File: src/rtl/rlee_pkg.sv
package rlee_pkg;

  localparam int unsigned TICK_W    = 8;
  localparam int unsigned CFG_IDX_W = 2;
  localparam int unsigned CFG_DAT_W = 8;
  localparam int unsigned CHAN_W    = 8;
  localparam int unsigned WEIGHT_W  = 9;

  localparam logic [CFG_IDX_W-1:0] CFG_STATIC_DELAY = 2'd0;
  localparam logic [CFG_IDX_W-1:0] CFG_BLINK_HALF   = 2'd1;

  localparam logic [TICK_W-1:0] STATIC_DELAY_RST = 8'd10;
  localparam logic [6:0]        BLINK_HALF_RST   = 7'd20;

  typedef enum logic [2:0] {
    FN_WRITE_RAW    = 3'd0,
    FN_WRITE_SCALED = 3'd1,
    FN_OFF          = 3'd2,
    FN_SET_MODE     = 3'd3,
    FN_TICK         = 3'd4
  } func_e;

  typedef enum logic [2:0] {
    MODE_STATIC = 3'd0,
    MODE_BLINK  = 3'd1,
    MODE_ROLL   = 3'd2,
    MODE_BREATH = 3'd3,
    MODE_OFF    = 3'd4
  } mode_e;

  typedef enum logic [1:0] {
    KIND_PIXEL = 2'd0,
    KIND_LATCH = 2'd1,
    KIND_OFF   = 2'd2
  } kind_e;

  typedef enum logic [1:0] {
    FX_PLAIN  = 2'd0,
    FX_ROLL   = 2'd1,
    FX_BREATH = 2'd2
  } fx_e;

  typedef enum logic [3:0] {
    DP_NOP          = 4'd0,
    DP_WRITE_RAW    = 4'd1,
    DP_WRITE_SCALED = 4'd2,
    DP_CLEAR        = 4'd3,
    DP_BLANK        = 4'd4,
    DP_PREP         = 4'd5,
    DP_WEIGHT       = 4'd6,
    DP_PIXEL        = 4'd7,
    DP_LATCH        = 4'd8
  } dp_op_e;

  typedef enum logic [1:0] {
    ST_IDLE   = 2'd0,
    ST_WEIGHT = 2'd1,
    ST_SEND   = 2'd2,
    ST_LATCH  = 2'd3
  } ctrl_state_e;

  typedef struct packed {
    dp_op_e              op;
    fx_e                 fx;
    logic [TICK_W-1:0]   tick;
  } dp_cmd_t;

  typedef struct packed {
    logic last_pixel;
  } dp_status_t;

  // floor(c / 10) for an 8-bit value: exact through c * 205 >> 11.
  function automatic logic [CHAN_W-1:0] div10(input logic [CHAN_W-1:0] c);
    logic [18:0] prod;
    prod = 19'(c) * 19'd205;
    return prod[18:11];
  endfunction

  // Raised-cosine weight, round(256 * sin^2(pi * p / 128)) for p in 0..64.
  function automatic logic [WEIGHT_W-1:0] sin_sq(input logic [6:0] p);
    logic [WEIGHT_W-1:0] w;
    case (p)
      7'd0:  w = 9'd0;   7'd1:  w = 9'd0;   7'd2:  w = 9'd1;   7'd3:  w = 9'd1;
      7'd4:  w = 9'd2;   7'd5:  w = 9'd4;   7'd6:  w = 9'd6;   7'd7:  w = 9'd7;
      7'd8:  w = 9'd10;  7'd9:  w = 9'd12;  7'd10: w = 9'd15;  7'd11: w = 9'd18;
      7'd12: w = 9'd22;  7'd13: w = 9'd25;  7'd14: w = 9'd29;  7'd15: w = 9'd33;
      7'd16: w = 9'd37;  7'd17: w = 9'd42;  7'd18: w = 9'd47;  7'd19: w = 9'd52;
      7'd20: w = 9'd57;  7'd21: w = 9'd62;  7'd22: w = 9'd68;  7'd23: w = 9'd73;
      7'd24: w = 9'd79;  7'd25: w = 9'd85;  7'd26: w = 9'd91;  7'd27: w = 9'd97;
      7'd28: w = 9'd103; 7'd29: w = 9'd109; 7'd30: w = 9'd115; 7'd31: w = 9'd122;
      7'd32: w = 9'd128; 7'd33: w = 9'd134; 7'd34: w = 9'd141; 7'd35: w = 9'd147;
      7'd36: w = 9'd153; 7'd37: w = 9'd159; 7'd38: w = 9'd165; 7'd39: w = 9'd171;
      7'd40: w = 9'd177; 7'd41: w = 9'd183; 7'd42: w = 9'd188; 7'd43: w = 9'd194;
      7'd44: w = 9'd199; 7'd45: w = 9'd204; 7'd46: w = 9'd209; 7'd47: w = 9'd214;
      7'd48: w = 9'd219; 7'd49: w = 9'd223; 7'd50: w = 9'd227; 7'd51: w = 9'd231;
      7'd52: w = 9'd234; 7'd53: w = 9'd238; 7'd54: w = 9'd241; 7'd55: w = 9'd244;
      7'd56: w = 9'd246; 7'd57: w = 9'd249; 7'd58: w = 9'd250; 7'd59: w = 9'd252;
      7'd60: w = 9'd254; 7'd61: w = 9'd255; 7'd62: w = 9'd255; 7'd63: w = 9'd256;
      7'd64: w = 9'd256;
      default: w = 9'd0;
    endcase
    return w;
  endfunction

endpackage

File: src/rtl/rlee_ctrl.sv
module rlee_ctrl import rlee_pkg::*; #(
  parameter int unsigned ROW_LENGTH      = 6,
  parameter int unsigned ROLL_STEP_TICKS = 5,
  parameter int unsigned BREATH_PERIOD   = 200,
  parameter int unsigned LED_COUNT       = 12
) (
  input  logic                 clk_i,
  input  logic                 rst_ni,
  input  logic                 start,
  output logic                 busy,
  input  logic [2:0]           func_i,
  input  logic [3:0]           led_i,
  input  logic [1:0]           mode_i,
  input  logic                 cfg_valid_i,
  output logic                 cfg_ready_o,
  input  logic [CFG_IDX_W-1:0] cfg_index_i,
  input  logic [CFG_DAT_W-1:0] cfg_data_i,
  output dp_cmd_t              cmd_o,
  input  dp_status_t           status_i
);

  localparam logic [9:0] ROLL_WRAP = 10'(ROW_LENGTH * ROLL_STEP_TICKS);
  localparam logic [8:0] BR_LIMIT  = 9'(BREATH_PERIOD);
  localparam logic [5:0] LED_MAX   = 6'(LED_COUNT);

  ctrl_state_e       state_q, state_d;
  mode_e             mode_q, mode_d;
  fx_e               fx_q, fx_d;
  logic [TICK_W-1:0] tick_q, tick_d;
  logic [TICK_W-1:0] delay_q;
  logic [6:0]        half_q;
  logic [TICK_W-1:0] tick_eff;
  logic              led_ok;

  assign cfg_ready_o = 1'b1;
  assign busy        = (state_q != ST_IDLE);
  assign led_ok      = ({2'b00, led_i} >= 6'd1) && ({2'b00, led_i} <= LED_MAX);

  always_ff @(posedge clk_i or negedge rst_ni) begin
    if (!rst_ni) begin
      state_q <= ST_IDLE;
      mode_q  <= MODE_STATIC;
      fx_q    <= FX_PLAIN;
      tick_q  <= '0;
      delay_q <= STATIC_DELAY_RST;
      half_q  <= BLINK_HALF_RST;
    end else begin
      state_q <= state_d;
      mode_q  <= mode_d;
      fx_q    <= fx_d;
      tick_q  <= tick_d;
      if (cfg_valid_i && cfg_ready_o) begin
        case (cfg_index_i)
          CFG_STATIC_DELAY: delay_q <= cfg_data_i;
          CFG_BLINK_HALF:   half_q  <= cfg_data_i[6:0];
          default:          ;
        endcase
      end
    end
  end

  always_comb begin
    state_d     = state_q;
    mode_d      = mode_q;
    fx_d        = fx_q;
    tick_d      = tick_q;
    tick_eff    = tick_q;
    cmd_o.op    = DP_NOP;
    cmd_o.fx    = fx_q;
    cmd_o.tick  = tick_q;

    unique case (state_q)
      ST_IDLE: begin
        if (start) begin
          unique case (func_e'(func_i))
            FN_WRITE_RAW: begin
              if (led_ok) begin
                cmd_o.op = DP_WRITE_RAW;
              end
            end
            FN_WRITE_SCALED: begin
              if (led_ok) begin
                cmd_o.op = DP_WRITE_SCALED;
                mode_d   = MODE_STATIC;
                tick_d   = '0;
              end
            end
            FN_OFF: begin
              cmd_o.op = DP_CLEAR;
              mode_d   = MODE_OFF;
              tick_d   = '0;
            end
            FN_SET_MODE: begin
              mode_d = mode_e'({1'b0, mode_i});
              tick_d = '0;
            end
            FN_TICK: begin
              unique case (mode_q)
                MODE_STATIC: begin
                  if (tick_q >= delay_q) begin
                    tick_d     = '0;
                    fx_d       = FX_PLAIN;
                    cmd_o.op   = DP_PREP;
                    cmd_o.fx   = FX_PLAIN;
                    state_d    = ST_WEIGHT;
                  end else begin
                    tick_d = tick_q + 8'd1;
                  end
                end
                MODE_BLINK: begin
                  if (tick_q == 8'd1) begin
                    fx_d     = FX_PLAIN;
                    cmd_o.op = DP_PREP;
                    cmd_o.fx = FX_PLAIN;
                    state_d  = ST_WEIGHT;
                  end else if (tick_q == {1'b0, half_q}) begin
                    cmd_o.op = DP_BLANK;
                  end else if (tick_q >= {half_q, 1'b0}) begin
                    tick_eff = '0;
                  end
                  tick_d = tick_eff + 8'd1;
                end
                MODE_ROLL: begin
                  if ({2'b00, tick_q} >= ROLL_WRAP) begin
                    tick_eff = '0;
                  end
                  tick_d     = tick_eff + 8'd1;
                  fx_d       = FX_ROLL;
                  cmd_o.op   = DP_PREP;
                  cmd_o.fx   = FX_ROLL;
                  cmd_o.tick = tick_eff;
                  state_d    = ST_WEIGHT;
                end
                MODE_BREATH: begin
                  if ({1'b0, tick_q} > BR_LIMIT) begin
                    tick_d = '0;
                  end else begin
                    tick_d = tick_q + 8'd1;
                  end
                  fx_d     = FX_BREATH;
                  cmd_o.op = DP_PREP;
                  cmd_o.fx = FX_BREATH;
                  state_d  = ST_WEIGHT;
                end
                default: ;
              endcase
            end
            default: ;
          endcase
        end
      end
      ST_WEIGHT: begin
        cmd_o.op = DP_WEIGHT;
        state_d  = ST_SEND;
      end
      ST_SEND: begin
        cmd_o.op = DP_PIXEL;
        if (status_i.last_pixel) begin
          state_d = ST_LATCH;
        end
      end
      ST_LATCH: begin
        cmd_o.op = DP_LATCH;
        state_d  = ST_IDLE;
      end
      default: state_d = ST_IDLE;
    endcase
  end

  // The tick counter must not move while a frame is being sent.
  assert property (@(posedge clk_i) disable iff (!rst_ni)
    (state_q != ST_IDLE && $past(state_q) != ST_IDLE) |-> $stable(tick_q))
    else $error("tick counter changed during a frame");

  assert property (@(posedge clk_i) disable iff (!rst_ni)
    (state_q == ST_IDLE && start && func_i == FN_WRITE_SCALED && led_ok)
      |=> (mode_q == MODE_STATIC && tick_q == '0))
    else $error("scaled write did not select static mode");

  assert property (@(posedge clk_i) disable iff (!rst_ni)
    (state_q == ST_IDLE && start && func_i == FN_TICK && mode_q == MODE_OFF)
      |=> (state_q == ST_IDLE && tick_q == $past(tick_q)))
    else $error("tick in off mode started a frame");

endmodule

File: src/rtl/rlee_datapath.sv
module rlee_datapath import rlee_pkg::*; #(
  parameter int unsigned ROW_LENGTH      = 6,
  parameter int unsigned ROLL_STEP_TICKS = 5,
  parameter int unsigned BREATH_PERIOD   = 200,
  parameter int unsigned LED_COUNT       = 12
) (
  input  logic              clk_i,
  input  logic              rst_ni,
  input  dp_cmd_t           cmd_i,
  output dp_status_t        status_o,
  input  logic [3:0]        led_i,
  input  logic [CHAN_W-1:0] red_i,
  input  logic [CHAN_W-1:0] green_i,
  input  logic [CHAN_W-1:0] blue_i,
  output logic              strobe,
  output logic [1:0]        kind_o,
  output logic [3:0]        led_number_o,
  output logic [CHAN_W-1:0] red_out_o,
  output logic [CHAN_W-1:0] green_out_o,
  output logic [CHAN_W-1:0] blue_out_o,
  output logic              last_o
);

  localparam int unsigned IDX_W     = (LED_COUNT > 1) ? $clog2(LED_COUNT) : 1;
  localparam int unsigned SW        = $clog2(ROW_LENGTH);
  localparam int unsigned AW        = ((IDX_W > SW) ? IDX_W : SW) + 1;
  localparam int unsigned FULL_LEDS = (LED_COUNT / ROW_LENGTH) * ROW_LENGTH;
  localparam int unsigned PROD_W    = 29;

  // Reciprocals for tick / ROLL_STEP_TICKS and tick * 128 / BREATH_PERIOD, both
  // exact for an 8-bit tick with a 16-bit shift.
  localparam logic [20:0] ROLL_MUL = 21'((2**16 + ROLL_STEP_TICKS - 1) / ROLL_STEP_TICKS);
  localparam logic [20:0] BR_MUL   = 21'((2**23 + BREATH_PERIOD - 1) / BREATH_PERIOD);

  localparam logic [IDX_W-1:0] LAST_IDX = IDX_W'(LED_COUNT - 1);
  localparam logic [SW-1:0]    POS_MAX  = SW'(ROW_LENGTH - 1);
  localparam logic [AW-1:0]    RL_A     = AW'(ROW_LENGTH);
  localparam logic [AW-1:0]    FULL_A   = AW'(FULL_LEDS);

  logic [3*CHAN_W-1:0] frame_q [LED_COUNT];
  logic [PROD_W-1:0]   prod_q;
  logic [SW-1:0]       s_q;
  logic [WEIGHT_W-1:0] w_q;
  logic [IDX_W-1:0]    j_q;
  logic [SW-1:0]       pos_q;
  logic [AW-1:0]       base_q;

  logic                strobe_q;
  kind_e               kind_q;
  logic [3:0]          led_q;
  logic [CHAN_W-1:0]   red_q, green_q, blue_q;
  logic                last_q;

  logic [20:0]         mul_op;
  logic [PROD_W-1:0]   prod_d;
  logic [6:0]          q;
  logic [7:0]          q_mirror;
  logic [6:0]          p;
  logic [AW-1:0]       rot_t, rot_r, src_wide;
  logic [IDX_W-1:0]    src_idx;
  logic [5:0]          led_m1;
  logic [IDX_W-1:0]    wr_idx;
  logic [5:0]          led_num_w;
  logic [3*CHAN_W-1:0] pix;
  logic [16:0]         r_prod, g_prod, b_prod;
  logic [3*CHAN_W-1:0] wr_data;

  always_comb begin
    mul_op = (cmd_i.fx == FX_ROLL) ? ROLL_MUL : BR_MUL;
    prod_d = PROD_W'(cmd_i.tick) * PROD_W'(mul_op);

    q        = prod_q[22:16];
    q_mirror = 8'd128 - {1'b0, q};
    p        = (q <= 7'd64) ? q : q_mirror[6:0];

    // Inside a full row, output position pos shows the LED (pos - s - 1) mod row length.
    rot_t    = AW'(pos_q) + AW'(ROW_LENGTH - 1) - AW'(s_q);
    rot_r    = (rot_t >= RL_A) ? (rot_t - RL_A) : rot_t;
    src_wide = base_q + rot_r;
    if (cmd_i.fx == FX_ROLL && AW'(j_q) < FULL_A) begin
      src_idx = src_wide[IDX_W-1:0];
    end else begin
      src_idx = j_q;
    end

    pix    = frame_q[src_idx];
    r_prod = 17'(pix[23:16]) * 17'(w_q);
    g_prod = 17'(pix[15:8])  * 17'(w_q);
    b_prod = 17'(pix[7:0])   * 17'(w_q);

    led_m1    = {2'b00, led_i} - 6'd1;
    wr_idx    = led_m1[IDX_W-1:0];
    led_num_w = 6'(j_q) + 6'd1;

    if (cmd_i.op == DP_WRITE_SCALED) begin
      wr_data = {div10(red_i), div10(green_i), div10(blue_i)};
    end else begin
      wr_data = {red_i, green_i, blue_i};
    end
  end

  assign status_o.last_pixel = (j_q == LAST_IDX);

  always_ff @(posedge clk_i or negedge rst_ni) begin
    if (!rst_ni) begin
      for (int i = 0; i < LED_COUNT; i++) begin
        frame_q[i] <= '0;
      end
    end else begin
      unique case (cmd_i.op)
        DP_WRITE_RAW, DP_WRITE_SCALED: frame_q[wr_idx] <= wr_data;
        DP_CLEAR: begin
          for (int i = 0; i < LED_COUNT; i++) begin
            frame_q[i] <= '0;
          end
        end
        default: ;
      endcase
    end
  end

  always_ff @(posedge clk_i or negedge rst_ni) begin
    if (!rst_ni) begin
      strobe_q <= 1'b0;
      j_q      <= '0;
      pos_q    <= '0;
      base_q   <= '0;
    end else begin
      strobe_q <= 1'b0;
      unique case (cmd_i.op)
        DP_WRITE_RAW, DP_WRITE_SCALED, DP_CLEAR, DP_BLANK, DP_PIXEL, DP_LATCH:
          strobe_q <= 1'b1;
        DP_WEIGHT: begin
          j_q    <= '0;
          pos_q  <= '0;
          base_q <= '0;
        end
        default: ;
      endcase
      if (cmd_i.op == DP_PIXEL) begin
        j_q <= j_q + IDX_W'(1);
        if (pos_q == POS_MAX) begin
          pos_q  <= '0;
          base_q <= base_q + RL_A;
        end else begin
          pos_q <= pos_q + SW'(1);
        end
      end
    end
  end

  always_ff @(posedge clk_i) begin
    unique case (cmd_i.op)
      DP_PREP: prod_q <= prod_d;
      DP_WEIGHT: begin
        s_q <= prod_q[16 +: SW];
        w_q <= (cmd_i.fx == FX_BREATH) ? sin_sq(p) : WEIGHT_W'(256);
      end
      DP_WRITE_RAW, DP_WRITE_SCALED: begin
        kind_q  <= KIND_PIXEL;
        led_q   <= led_i;
        red_q   <= wr_data[23:16];
        green_q <= wr_data[15:8];
        blue_q  <= wr_data[7:0];
        last_q  <= 1'b1;
      end
      DP_CLEAR, DP_BLANK: begin
        kind_q  <= KIND_OFF;
        led_q   <= '0;
        red_q   <= '0;
        green_q <= '0;
        blue_q  <= '0;
        last_q  <= 1'b1;
      end
      DP_PIXEL: begin
        kind_q  <= KIND_PIXEL;
        led_q   <= led_num_w[3:0];
        red_q   <= r_prod[15:8];
        green_q <= g_prod[15:8];
        blue_q  <= b_prod[15:8];
        last_q  <= 1'b0;
      end
      DP_LATCH: begin
        kind_q  <= KIND_LATCH;
        led_q   <= '0;
        red_q   <= '0;
        green_q <= '0;
        blue_q  <= '0;
        last_q  <= 1'b1;
      end
      default: ;
    endcase
  end

  assign strobe       = strobe_q;
  assign kind_o       = kind_q;
  assign led_number_o = led_q;
  assign red_out_o    = red_q;
  assign green_out_o  = green_q;
  assign blue_out_o   = blue_q;
  assign last_o       = last_q;

  assert property (@(posedge clk_i) disable iff (!rst_ni)
    (cmd_i.op == DP_LATCH) |=> (strobe_q && last_q && kind_q == KIND_LATCH))
    else $error("latch transfer not closing the frame");

  assert property (@(posedge clk_i) disable iff (!rst_ni)
    (cmd_i.op == DP_PIXEL) |-> (j_q <= LAST_IDX))
    else $error("pixel index beyond the frame");

  assert property (@(posedge clk_i) disable iff (!rst_ni)
    pos_q <= POS_MAX)
    else $error("row position beyond the row length");

endmodule

File: src/rtl/rgb_led_effect_engine_unit.sv
// Channel   Direction  Handshake                Payload
// command   in         start / busy             func_i, led_i, red_i, green_i, blue_i, mode_i
// result    out        strobe (one cycle)       kind_o, led_number_o, red_out_o, green_out_o,
//                                               blue_out_o, last_o
// config    in         cfg_valid_i / cfg_ready_o cfg_index_i, cfg_data_i
//
// Only a tick that sends a frame raises busy. A write with a valid LED number, an off
// command or a blink tick that switches the LEDs off sends one result, in the cycle after
// the transfer; set mode and the other ticks that send no frame send nothing. A tick that
// sends a frame keeps busy high through the weight state, the send state for each pixel in
// turn and the latch state, as the pixels share the single frame read port.
// Reset clears the frame, selects static mode and loads the register defaults.
// Results cannot be held off by the receiver; each is valid for exactly one cycle.
module rgb_led_effect_engine_unit import rlee_pkg::*; #(
  parameter int unsigned ROW_LENGTH      = 6,
  parameter int unsigned ROLL_STEP_TICKS = 5,
  parameter int unsigned BREATH_PERIOD   = 200,
  parameter int unsigned LED_COUNT       = 12
) (
  input  logic                 clk_i,
  input  logic                 rst_ni,
  input  logic                 start,
  output logic                 busy,
  input  logic [2:0]           func_i,
  input  logic [3:0]           led_i,
  input  logic [CHAN_W-1:0]    red_i,
  input  logic [CHAN_W-1:0]    green_i,
  input  logic [CHAN_W-1:0]    blue_i,
  input  logic [1:0]           mode_i,
  input  logic                 cfg_valid_i,
  output logic                 cfg_ready_o,
  input  logic [CFG_IDX_W-1:0] cfg_index_i,
  input  logic [CFG_DAT_W-1:0] cfg_data_i,
  output logic                 strobe,
  output logic [1:0]           kind_o,
  output logic [3:0]           led_number_o,
  output logic [CHAN_W-1:0]    red_out_o,
  output logic [CHAN_W-1:0]    green_out_o,
  output logic [CHAN_W-1:0]    blue_out_o,
  output logic                 last_o
);

  dp_cmd_t    cmd;
  dp_status_t status;

  rlee_ctrl #(
    .ROW_LENGTH      (ROW_LENGTH),
    .ROLL_STEP_TICKS (ROLL_STEP_TICKS),
    .BREATH_PERIOD   (BREATH_PERIOD),
    .LED_COUNT       (LED_COUNT)
  ) u_ctrl (
    .clk_i       (clk_i),
    .rst_ni      (rst_ni),
    .start       (start),
    .busy        (busy),
    .func_i      (func_i),
    .led_i       (led_i),
    .mode_i      (mode_i),
    .cfg_valid_i (cfg_valid_i),
    .cfg_ready_o (cfg_ready_o),
    .cfg_index_i (cfg_index_i),
    .cfg_data_i  (cfg_data_i),
    .cmd_o       (cmd),
    .status_i    (status)
  );

  rlee_datapath #(
    .ROW_LENGTH      (ROW_LENGTH),
    .ROLL_STEP_TICKS (ROLL_STEP_TICKS),
    .BREATH_PERIOD   (BREATH_PERIOD),
    .LED_COUNT       (LED_COUNT)
  ) u_datapath (
    .clk_i        (clk_i),
    .rst_ni       (rst_ni),
    .cmd_i        (cmd),
    .status_o     (status),
    .led_i        (led_i),
    .red_i        (red_i),
    .green_i      (green_i),
    .blue_i       (blue_i),
    .strobe       (strobe),
    .kind_o       (kind_o),
    .led_number_o (led_number_o),
    .red_out_o    (red_out_o),
    .green_out_o  (green_out_o),
    .blue_out_o   (blue_out_o),
    .last_o       (last_o)
  );

endmodule
File: config.mk
export PLATFORM = sky130hd
export DESIGN_NAME = rgb_led_effect_engine_unit
export DESIGN_NICKNAME = d
export VERILOG_FILES = /design/src/rtl/rlee_pkg.sv /design/src/rtl/rlee_ctrl.sv /design/src/rtl/rlee_datapath.sv /design/src/rtl/rgb_led_effect_engine_unit.sv
export SDC_FILE = /design/constraint.sdc
export NUM_CORES = 2
export LEC_CHECK = 0
export BUFFER_PORTS_ARGS = -buffer_cell sky130_fd_sc_hd__buf_2
export CAP_MARGIN = 0
export CELL_PAD_IN_SITES_DETAIL_PLACEMENT = 1
export CELL_PAD_IN_SITES_GLOBAL_PLACEMENT = 1
export CORE_MARGIN = 3
export CORE_UTILIZATION = 40
export CTS_BUF_LIST = sky130_fd_sc_hd__clkbuf_4 sky130_fd_sc_hd__clkbuf_8
export DETAILED_ROUTE_END_ITERATION = 16
export HOLD_SLACK_MARGIN = 0.12
export PLACE_DENSITY_LB_ADDON = 0.15
export SETUP_SLACK_MARGIN = 0.3
export SYNTH_ARGS = -nofsm -noshare
export SYNTH_HDL_FRONTEND = slang
export SYNTH_HIERARCHICAL = 1
export SYNTH_SLANG_ARGS = --single-unit
export TNS_END_PERCENT = 50
File: constraint.sdc
create_clock -name clk_i -period 11.08 [get_ports clk_i]
set_clock_uncertainty 0.2 [all_clocks]
set_input_delay 1.108 -clock clk_i [delete_from_list [all_inputs] [get_ports clk_i]]
set_output_delay 1.108 -clock clk_i [all_outputs]
set_load 0.02 [all_outputs]
# == Yosys cells after proc, flatten, opt, wreduce, memory -nomap -nowiden ==
# Memory sizes are Yosys's and may differ from the RTL's. A register that Yosys moved wholly into a read port is not among the register bits.
# Cells that the tools add are included.
# op_classes
add_sub_neg,13
n_mul,7
n_lt_le_gt_ge,12
n_eq_ne,34
mux,68
bitwise_logic,2
n_reduce_logical,31
# op_table
op,count
$pmux 288 s2,1
$bwmux 288,1
$mux 8,16
$bmux 24 s4,1
$demux 24 s4,1
$mux 24,4
$pmux 8 s3,4
$mul 8x8->16 const B,3
$mul 8x9->16,3
$pmux 4 s4,2
$pmux 8 s4,1
$add 8x1->8 const B,3
$pmux 6 s4,1
$mul 8x16->23,1
$mux 10,2
$mux 4,5
$mux 5,4
$eq 4x3->1 const B,4
$ge 8x8->1,2
$mux 16,1
$mux 2,8
$pmux 2 s4,2
$mux 3,5
$mux 14,1
55 further kinds,91
# word_totals
reg_bits,388
rom_bits,1152
out_inout_bits,34
elab_cells,198
memories,1
# mem_list
memory,words,width,rd,rd_clocked_by_memory_dff,write_ports,line,rtl
(no name shown),128,9,1,1,0,rlee_pkg.sv:82,case (p)

# == Depth between registers and ports, before layout ==
# logic_depth
ltp_word,19
depth_mapped,38
ltp_nobuf,35

# == Hierarchy ==
# The synthesis kept the hierarchy.
# by_module_without_submodules
mod,n_inst,cells_each,area_each_um2
rlee_datapath,1,2887,28685.0
rlee_ctrl,1,317,2698.8

# == Worst setup path before layout ==
# Ideal clock, no wire load.
# synth_path
path_type,register to register
start,register u_datapath.pos_q[1]
end,"register u_datapath.green_q[6], in the netlist u_datapath/green_out_o[6] (data pin)"
setup_time_ns,0.271
t_arrival_ns,8.365
slack_ns,2.244
stages_incl_launch_ff,36
synth_period_minus_slack_ns,8.836
path_cell_list,dfrtp_1 > inv_1 > ha_1 > inv_1 > ha_1 > fa_1 > and3b_1 > a31oi_1 > nor3b_1 > xnor2_1 > inv_1 > fa_1 > and3_1 > buf_6 > nor2_8 > buf_8 > buf_4 > clkbuf_1 > mux4_2 > nand3_1 > o21ai_1 > and2_1 > fa_1 > inv_1 > fa_1 > inv_1 > fa_1 > fa_1 > ha_1 > a2111oi_0 > o311ai_2 > o2111ai_2 > nand2_2 > a211oi_2 > xor2_1 > o22ai_1
# synth_between
elab_chain_cells,12
elab_cells_between_ends,13
classes_between,add/sub: 4; mul: 1; order compare: 1; mux: 6; bitwise: 1
# synth_rtl
item,line,rtl
"start, declared",rlee_datapath.sv:45,logic [SW-1:0] pos_q;
"start signal, assigned",rlee_datapath.sv:146,pos_q <= pos_q + SW'(1);
$add 3x3->4 (*),rlee_datapath.sv:77,rot_t = AW'(pos_q) + AW'(ROW_LENGTH - 1) - AW'(s_q);
$sub 4x3->5 (*),rlee_datapath.sv:77,
$sub 4x3->4 / $ge 5x3->1 (equally long branches),rlee_datapath.sv:78,rot_r = (rot_t >= RL_A) ? (rot_t - RL_A) : rot_t;
$mux 4 (*),rlee_datapath.sv:78,
$add 4x4->4 (*),rlee_datapath.sv:79,src_wide = base_q + rot_r;
$mux 4 (*),rlee_datapath.sv:80,if (cmd_i.fx == FX_ROLL && AW'(j_q) < FULL_A) begin
$not 4->5 (not written as such) (*),rlee_datapath.sv:86,pix = frame_q[src_idx];
$bmux 24 s4 (*),rlee_datapath.sv:86,
$mux 24 (not written as such) (*) (2 in series),rlee_datapath.sv:86,
$mul 8x9->16 (*),rlee_datapath.sv:88,g_prod = 17'(pix[15:8]) * 17'(w_q);
$pmux 8 s3 (*),rlee_datapath.sv:153,unique case (cmd_i.op)
"end signal, assigned",rlee_datapath.sv:163,green_q <= wr_data[15:8];
"end signal, assigned",rlee_datapath.sv:179,green_q <= g_prod[15:8];
"end, declared",rlee_datapath.sv:51,"logic [CHAN_W-1:0] red_q, green_q, blue_q;"
# Mark *: on every way between the ends. The rest lies on a longest branch, timed or not. The select of a mux whose other input is x is not followed.
# A chain may end at the register's enable or synchronous reset.

# == Worst setup path in the final report ==
# Ends and elaborated chain as after synthesis.

==> results.yml <==
die:
  initial_core_util_pct: 40.4
  rows: 102
  core_area_um2: 77600
  io_pins: 81
  die-width_um: 286
  die_area_um2: 81900
  die_h_um: 286
power_and_ir_drop:
  cellPowerDensity_nw_per_um2: 294
  total_power_uw: 10200
  p_leak_uw: 0.0169
  peakVddDrop_uv: 171
sta:
  fin_crit_sh_pct: 90.8
  tns_ps: 0
  setup_ws_ps: 1020
  timing.hold.ws_ps: 251
  setup_violations: 0
  final_max_slew_viol_count: 0
  tightest_slew_ps: 1280
  rsz0062_at_grt: "false"
  min_period_ps: 10060
  relSlewSlack_pct: 14.1
  hold_violations: 0
  fmax_ghz: 0.0994
detailed_routing:
  drtIter0Drc: 1408
  vias: 24700
  avgRoutedWirePerCell_um: 23.4
  vias_per_cell: 5.66
  finalWirelength_mm: 102
  drcViolationCount: 0
  drt.antenna.violating_nets: 0
  dr.pass1.iters: 5
global_routing:
  grt_pass1_vias: 27300
  track_usage_pct: 25.2
  grt_start_max_net_pins: 155
  grt_overflow: 0
  grt_pass1_wl_mm: 161
  antenna_found_initial: 4
logic_synthesis:
  synthTopCellsByArea: "dfrtp_1 26%, ha_1 13%, fa_1 13%"
  synth.most_common_cell: "inv_1"
  synth_top_area_share_pct: 26.0
  ys_top_cells_by_count: "378 x inv_1, 328 x nand2_1, 326 x dfrtp_1"
  synthesis.nets: 3765
  yosysUniqueCellTypes: 116
  ys_seq_area_share_pct: 31.1
  synth_flop_cell: "dfrtp_1"
  avgSynthCellArea_um2: 9.80
  syn_area_um2: 31400
  yosysWarningCount: 6
  ys_ff_latch: 380
  synth_top_cell_by_area: "dfrtp_1"
  ys_async_sr_fraction_pct: 86.8
  syn_inst: 3204
  synth-edff-count: 50
clock_network:
  cts_setup_buffers: 0
  clk-insertion-delay-late_ps: 670
  clock_sinks: 380
  cts_max_path_buffers: 3
  ctsHoldBuffers: 0
  cts_tree: "done"
  htree_levels: 3
  clockRootBuffer: "clkbuf_8"
  cts_buffers: 73
  clk_pin_slew_ps: 60
place:
  pre_cts_ws_ps: 980
  dp_hpwl_mm: 77.3
  dp.cells: 4233
  place.gp.congestion: 0.869
  portBuffers: 79
finish:
  fillers: 8794
  final_nets: 3829
  areaGrowthSynthToFinish_pct: 10.2
  fin_cells: 4363
  drive_gt1_share_pct: 13.2
setup_path:
  cpMostUsedCell: "fa_1"
  startpoint_type: "flip-flop"
  cp.required_ps: 11280
  crit_fanout: 32
  rrSetupSlack_ps: 1020
  arrival_ps: 10260
  slowest_stage: "a2111oi_1"
  criticalPathCategory: "reg2reg"
  max_stage_delay_ps: 610
  end_kind: "flip-flop"
status:
  status: "finished clean"
flow_run:
  maxCapViolations: 0
worst_hold_path:
  hold_path.class: "in2async"
-- flip-flops by register name, indices dropped and copies added (netlist names), 2 cells and up --
| register | count |
|---|---|
| u_datapath/s_q | 3 |
| u_datapath/red_out_o | 8 |
| u_datapath/blue_out_o | 8 |
| u_datapath/w_q | 9 |
| u_ctrl/tick_q | 8 |
| u_datapath/j_q | 4 |
| u_ctrl/half_q | 7 |
| u_datapath/led_number_o | 4 |
| u_datapath/base_q | 4 |
| u_ctrl/mode_q | 3 |
| u_ctrl/state_q | 2 |
| u_datapath/kind_o | 2 |
| u_datapath/prod_q | 7 |
| u_datapath/pos_q | 3 |
| u_datapath/green_out_o | 8 |
| u_ctrl/fx_q | 2 |
| u_ctrl/delay_q | 8 |
| u_datapath/frame_q | 288 |
-- timing repair --
item / in CTS / in global routing
resized for setup: 0 / 1
endpoints found under the setup margin: 0 / 1
hold endpoints to repair: 0 / 0
-- metrics by stage --
| stage | cell area, um^2 | util, % |
|---|---|---|
| after floorplan | 31400 | - |
| final | 34600 | 44.6 |
| after global placement | 33000 | 42.5 |
| after CTS | 34600 | 44.6 |
| after detailed placement | 33000 | 42.5 |
| after global routing | 34600 | 44.6 |
-- placed cells by master, fill, tap and decap left out, types with 28 or more instances in the layout --
cell and instances:
dfrtp_1 326, a22o_1 116, ha_1 317, and2_1 161
nor2_1 161, nand2_1 328, nor2b_1 28, fa_1 197
o21ai_1 46, mux4_2 63, buf_4 62, xor2_1 32
o21ai_0 230, edfxtp_1 50, nand3_1 79, a21oi_1 103
inv_1 378, buf_2 78, clkbuf_8 92, xnor2_1 50
-- path summary, 6_finish.rpt --
| kind | cells after the start | to | startpoint |
|---|---|---|---|
| worst max register to register | 31 | u_datapath/green_out_o[6] | u_datapath/pos_q[1] |
| worst min register to register | 2 | u_datapath/frame_q[196] | u_datapath/frame_q[196] |
| worst max-delay path | 31 | u_datapath/green_out_o[6] | u_datapath/pos_q[1] |
| min in group clk_i | 2 | u_datapath/frame_q[196] | u_datapath/frame_q[196] |
| max in group asynchronous | 3 | u_datapath/strobe | rst_ni |
| worst min-delay path | 1 | u_datapath/frame_q[173] | rst_ni |
-- worst max-delay path, delay by kind of cell, from the launching register on --
kind	cells	cell delay [ps]
flip-flops	1	370
XOR/XNOR	2	380
AO/OA/AOI/OAI	8	2640
adder cells (fa/ha/maj)	8	3220
buffers and inverters	5	650
multiplexers	1	370
AND/OR/NAND/NOR	7	1940
-- area by class of cell --
cell class	count	area, um^2	share of cell area (%)
timing repair buffer	142	891	2.58
sequential	380	9760	28.2
multi-input combinational	2291	19600	56.7
antenna	2	5.00	0.0145
clock inverter	19	189	0.546
tap	1040	1300	3.76
clock buffer	109	1390	4.03
inverter	380	1430	4.13
-- power breakdown --
| group | switching (uW) | internal, uW |
|---|---|---|
| logic | 3940 | 2320 |
| registers | 358 | 2030 |
| clock network | 651 | 877 |
| total | 4950 | 5220 |
-- routing by layer --
layer | wire length, um | GRT usage [%]
met5 | 9 | 0
met2 | 50400 | 44.0
met1 | 44400 | 33.1
met3 | 4720 | 3.67
met4 | 2360 | 6.23
-- kinds of logic after synthesis --
group                      synth area share, %
and+or+nand+nor                           14.5
AOI/OAI and AO/OA                         14.2
buffers and inverters                     6.78
adders and majority gates                 25.2
DFF                                       31.1
muxes                                     5.76
xor gates and xnor gates                  2.34
other                                   0.0359
Note: power is estimated with default switching activity, not from simulation.
